### config.mk
export PLATFORM = sky130hd
export DESIGN_NAME = gcb_bam
export DESIGN_NICKNAME = d
export VERILOG_FILES = /design/src/sv/gcb_pkg.sv /design/src/sv/gcb_bam.sv
export SDC_FILE = /design/constraint.sdc
export NUM_CORES = 2
export LEC_CHECK = 0
export BUFFER_PORTS_ARGS = -buffer_cell sky130_fd_sc_hd__buf_2
export CORE_AREA = 8 8 208 290
export CTS_CLUSTER_SIZE = 12
export DETAILED_ROUTE_END_ITERATION = 16
export DIE_AREA = 0 0 216 298
export PLACE_DENSITY = 0.78
export REMOVE_ABC_BUFFERS = 1
export SLEW_MARGIN = 0
export SYNTH_ARGS = -nofsm -noshare
export SYNTH_HDL_FRONTEND = slang
export SYNTH_SLANG_ARGS = --single-unit
### constraint.sdc
create_clock -name clk -period 8 [get_ports clk]
set_input_delay 0.8 -clock clk [delete_from_list [all_inputs] [get_ports clk]]
set_output_delay 0.8 -clock clk [all_outputs]
set_load 0.02 [all_outputs]
### src/sv/gcb_pkg.sv
package gcb_pkg;

	// arctangent of 2^-i as a binary angle, 2^32 is one full turn
	localparam int unsigned ATAN_N = 32;
	localparam logic [31:0] ATAN_TAB [ATAN_N] = '{
		32'h20000000, 32'h12E4051E, 32'h09FB385B, 32'h051111D4,
		32'h028B0D43, 32'h0145D7E1, 32'h00A2F61E, 32'h00517C55,
		32'h0028BE53, 32'h00145F2F, 32'h000A2F98, 32'h000517CC,
		32'h00028BE6, 32'h000145F3, 32'h0000A2FA, 32'h0000517D,
		32'h000028BE, 32'h0000145F, 32'h00000A30, 32'h00000518,
		32'h0000028C, 32'h00000146, 32'h000000A3, 32'h00000051,
		32'h00000029, 32'h00000014, 32'h0000000A, 32'h00000005,
		32'h00000003, 32'h00000001, 32'h00000001, 32'h00000000
	};

	// 360 degrees in units of 1e-7 degree
	localparam logic signed [34:0] TURN_DEG = 35'sd3600000000;
	// bam = floor(r * 2^22 / BAM_DIV)
	localparam logic [21:0] BAM_DIV = 22'd3515625;
	localparam logic [31:0] BAM_RECIP = 32'((64'd1 << 53) / 64'd3515625);
	// 1/gain in Q30
	localparam logic signed [32:0] INV_GAIN = 33'sd652032874;
	// hundredths of a degree per turn
	localparam logic [15:0] HDG_SCALE = 16'd36000;

	localparam int unsigned SC_W = 32;
	localparam int unsigned PW = 34;

	typedef logic [31:0] bam_t;
	typedef logic signed [SC_W-1:0] trig_t;
	typedef logic signed [PW-1:0] term_t;
	typedef struct packed {
		trig_t s;
		trig_t c;
	} sincos_t;

endpackage

### src/sv/gcb_bam.sv
module gcb_bam import gcb_pkg::*; (
	input  logic               clk,
	input  logic               en,
	input  logic signed [33:0] deg,
	output bam_t               bam
);

	localparam logic signed [34:0] TURN2 = TURN_DEG <<< 1;
	localparam logic [23:0] DIV1 = 24'(BAM_DIV);
	localparam logic [23:0] DIV2 = DIV1 << 1;

	logic signed [34:0] v;
	logic signed [34:0] v_sub;
	logic signed [34:0] v_add;
	logic signed [34:0] v_add2;
	logic [31:0] r;
	logic [31:0] r_s1;
	logic [1:0]  r_lo_s2;
	logic [1:0]  r_lo_s3;
	logic [63:0] prod_s2;
	logic [31:0] q_est;
	logic [53:0] qd_full;
	logic [31:0] q_s3;
	logic [23:0] qd_s3;
	logic [23:0] rem;
	bam_t        bam_s4;

	// reduce into one turn
	always_comb begin
		v = 35'(deg);
		v_sub = v - TURN_DEG;
		v_add = v + TURN_DEG;
		v_add2 = v + TURN2;
		if (v >= TURN_DEG) begin
			r = v_sub[31:0];
		end else if (v >= 0) begin
			r = v[31:0];
		end else if (v_add >= 0) begin
			r = v_add[31:0];
		end else begin
			r = v_add2[31:0];
		end
	end

	// reciprocal estimate is short by at most two; remainder fits 24 bits
	always_comb begin
		q_est = prod_s2[62:31];
		qd_full = 54'(q_est) * 54'(BAM_DIV);
		rem = {r_lo_s3, 22'd0} - qd_s3;
	end

	always_ff @(posedge clk) begin
		if (en) begin
			r_s1 <= r;
			r_lo_s2 <= r_s1[1:0];
			prod_s2 <= 64'(r_s1) * 64'(BAM_RECIP);
			r_lo_s3 <= r_lo_s2;
			q_s3 <= q_est;
			qd_s3 <= qd_full[23:0];
			if (rem >= DIV2) begin
				bam_s4 <= q_s3 + 32'd2;
			end else if (rem >= DIV1) begin
				bam_s4 <= q_s3 + 32'd1;
			end else begin
				bam_s4 <= q_s3;
			end
		end
	end

	assign bam = bam_s4;

endmodule

==> impl_metrics.py <==
metrics = {
    "placed_design": {
        "io_buffers": 67,
        "dp_cells": 3649,
        "hpwl_um": 67300,
        "globalplace.congestion": 1.01,
        "dp_slack_ns": -0.0500,
    },
    "worst_hold_path": {
        "worst_hold_path.num_cells": 0,
        "holdCritStartpoint": "prod_s2[61]$_DFFE_PP_",
        "hp-class": "reg -> reg",
    },
    "clock_network": {
        "cts_hold_buf": 0,
        "clock_latency_ns": 0.47,
        "numCtsBuffers": 17,
        "path_clk_slew_ns": 0.08,
        "root_buffer": "clkbuf_16",
        "cts.sinks": 153,
        "cts_max_path_buffers": 2,
        "cts_tree": "done",
        "htreeDepth": 4,
    },
    "detailed_routing": {
        "avgRoutedWirePerCell_um": 20.8,
        "drc": 0,
        "routed_wl_um": 76700,
        "via_per_inst": 5.40,
        "drt_iter0_drc": 1328,
        "vias": 19884,
        "drt-pass1-iter-count": 5,
        "ant_nets": 0,
    },
    "final_layout": {
        "layout.nets": 3974,
        "fillers": 4786,
        "syn2layout_area_growth_pct": 7.29,
        "final_core_util_pct": 56.2,
        "diodes": 0,
        "drive_above_1_share_pct": 6.82,
        "fin_cells": 3684,
    },
    "critical_path": {
        "crit_path_start": "r_s1[18]$_DFFE_PP_",
        "critical_path_buf_inv_count": 6,
        "reg2regPathDepth": 24,
        "worstPathMaxFanout": 4,
        "critPathTopFamily": "adder cells",
        "cp.required_ns": 8.22,
        "r2r-start": "r_s1[18]$_DFFE_PP_",
        "slowest_stage": "fa_1",
        "start_kind": "register",
        "cp-end-kind": "register",
        "slowest_delay_ns": 0.63,
        "path_common_cell": "fa_1",
        "crit_chain": "inv_1 > fa_1 > inv_1 > fa_1 > fa_1 > inv_1 > fa_1 > inv_1 > fa_1 > fa_1 > fa_1 > inv_1 > fa_1 > inv_1 > ha_1 > a21o_1 > a21o_1 > a21oi_1 > or3b_2 > o221ai_1 > a21oi_1 > a21o_1 > a21oi_1 > xnor2_1",
        "cp_num_cells": 24,
        "crit_type": "reg -> reg",
        "r2r_slack_ns": 0.37,
        "critPathArrivalTime_ns": 7.85,
    },
    "global_route": {
        "grt_pass1_wl_um": 120000,
        "grt_max_degree": 86,
        "grt_usage_pct": 24.4,
        "antenna_found_initial": 0,
        "overflow": 0,
        "grt_pass1_vias": 22194,
    },
    "floorplan": {
        "pin_count": 68,
        "start_util_pct": 52.4,
        "core_area_um2": 55900,
        "die_x_um": 216,
        "die_area_um2": 64400,
        "std_cell_rows": 103,
        "fp.dieH_um": 298,
    },
    "yosys": {
        "synthFlopType": "edfxtp_1",
        "yosys-top-cells-area": "fa_1 35%, ha_1 21%, edfxtp_1 16%, inv_1 11%, xnor2_1 2.3%",
        "syn_avg_cell_area_um2": 10.4,
        "ys_ff_latch": 153,
        "ys_types": 79,
        "syn-cell-area_um2": 29300,
        "netlist_instances": 2829,
        "yosysWarnings": 0,
        "synth_edf_count": 153,
        "seq_area_frac_synth_pct": 15.7,
        "synthArstFlopShare_pct": 0,
        "synth_top_area_cell": "fa_1",
        "yosysTopAreaCellShare_pct": 34.8,
    },
    "sta": {
        "tightest_slew_ns": 0.997,
        "post-route-period-util_pct": 95.4,
        "finalSetupViolations": 0,
        "final_max_slew_viol_count": 0,
        "fin_skew_ns": 0.0144,
        "setup_slack_ns": 0.372,
        "rsz0062_at_grt": "false",
        "relSlewSlack_pct": 33.6,
        "min_period_ns": 7.63,
        "whs_ns": 0.420,
        "final_hold_viol_count": 0,
        "max_freq_mhz": 131,
    },
    "flow_run": {
        "maxCapViolCount": 0,
    },
    "outcome": {
        "status": "finished, final reports clean",
    },
}
[Yosys cell counts (7+ instances only)]
| cell type | number |
|---|---|
| a21o_1 | 20 |
| a211oi_1 | 12 |
| o211ai_1 | 9 |
| nor2b_1 | 11 |
| edfxtp_1 | 153 |
| ha_1 | 493 |
| or2_2 | 9 |
| o21ai_0 | 48 |
| o21bai_1 | 13 |
| o31ai_1 | 10 |
| xor2_1 | 60 |
| or3_1 | 7 |
| fa_1 | 509 |
| a31oi_1 | 14 |
| clkbuf_1 | 30 |
| nand3_1 | 23 |
| nor4_1 | 13 |
| nand2_1 | 80 |
| o21a_1 | 9 |
| nand2b_1 | 8 |
| or4_1 | 8 |
| xnor2_1 | 78 |
| nand4_1 | 17 |
| inv_1 | 883 |
| nor3_1 | 22 |
| a21oi_2 | 10 |
| a21oi_1 | 95 |
| and3_1 | 19 |
| nor2_1 | 51 |
[path summary, 6_finish.rpt]
path | end
setup / recovery | prod_s2[40]$_DFFE_PP_
hold / removal | q_s3[30]$_DFFE_PP_
setup reg to reg | prod_s2[40]$_DFFE_PP_
hold reg to reg | q_s3[30]$_DFFE_PP_
[cell type report]
type / instances / area, µm² / area share [%]
Multi-Input combinational cell: 1751 / 21300 / 67.6
Sequential cell: 153 / 4590 / 14.6
Inverter: 884 / 3320 / 10.6
Tap cell: 735 / 920 / 2.92
Timing Repair Buffer: 129 / 807 / 2.57
Clock buffer: 19 / 433 / 1.38
Clock inverter: 13 / 115 / 0.366
[layer usage]
layer	routed length, µm	GRT usage [%]	vias up
met5	0	0	-
met4	7030	18.9	0
met3	3500	2.96	273
met2	39300	44.2	670
met1	26800	25.3	9817
li1	-	-	9124
[through the flow]
step | TNS [ns] | instance area, µm²
floorplan | 0 | 29100
global placement | 0 | 30800
CTS | 0 | 31400
detailed placement | -0.0500 | 30800
finish | 0 | 31400
global route | 0 | 31400
[registers in the layout, indices dropped and copies added, names as in the netlist]
signal / flops
bam: 32
prod_s2: 32
q_s3: 32
r_s1: 32
qd_s3: 21
r_lo_s2: 2
r_lo_s3: 2
[what timing repair did]
action                                  CTS  global route
setup buffers                             0             3
pin swaps                                 0             0
resized for setup                         1             7
endpoints found under the setup margin    1            13
[cells in the final DEF, fill, tap and decap left out, types with 6 or more instances in the layout]
cell type / Yosys / layout
inv_1: 883 / 883
fa_1: 509 / 509
ha_1: 493 / 493
edfxtp_1: 153 / 153
a21oi_1: 95 / 95
nand2_1: 80 / 80
xnor2_1: 78 / 78
buf_2: 4 / 66
buf_4: 1 / 62
xor2_1: 60 / 60
nor2_1: 51 / 51
o21ai_0: 48 / 47
nand3_1: 23 / 23
nor3_1: 22 / 22
a21o_1: 20 / 20
and3_1: 19 / 19
nand4_1: 17 / 17
clkbuf_16: 0 / 17
nor4_1: 13 / 13
o21bai_1: 13 / 13
a31oi_1: 14 / 13
a211oi_1: 12 / 11
nor2b_1: 11 / 11
o31ai_1: 10 / 10
a21oi_2: 10 / 10
o211ai_1: 9 / 9
o21a_1: 9 / 9
or2_2: 9 / 9
nand2b_1: 8 / 8
or4_1: 8 / 8
or3_1: 7 / 7
a21boi_0: 6 / 6
nand4b_1: 6 / 6
[worst reg2reg max path: cells and delay by family (launching register included)]
family | cells | cell delay [ns]
AO/OA/AOI/OAI | 7 | 1.48
adder cells (fa/ha/maj) | 9 | 4.51
flip-flops | 1 | 0.40
buffers and inverters | 6 | 0.40
AND/OR/NAND/NOR | 1 | 0.47
XOR/XNOR | 1 | 0.09
[cells by family (layout without fill, tap and decap cells)]
family                   count (synthesis)  count (layout)  synth area share [%]
multiplexers                             4               4                 0.145
XOR/XNOR                               138             138                  4.12
buffers and inverters                  925            1045                  11.9
AO/OA/AOI/OAI                          307             307                  6.91
adder cells (fa/ha/maj)               1002            1002                  55.8
flip-flops                             153             153                  15.7
AND/OR/NAND/NOR                        300             300                  5.41
Power is not shown: default switching activity piles up to over one toggle a cycle in this logic, so the estimate is an artifact.
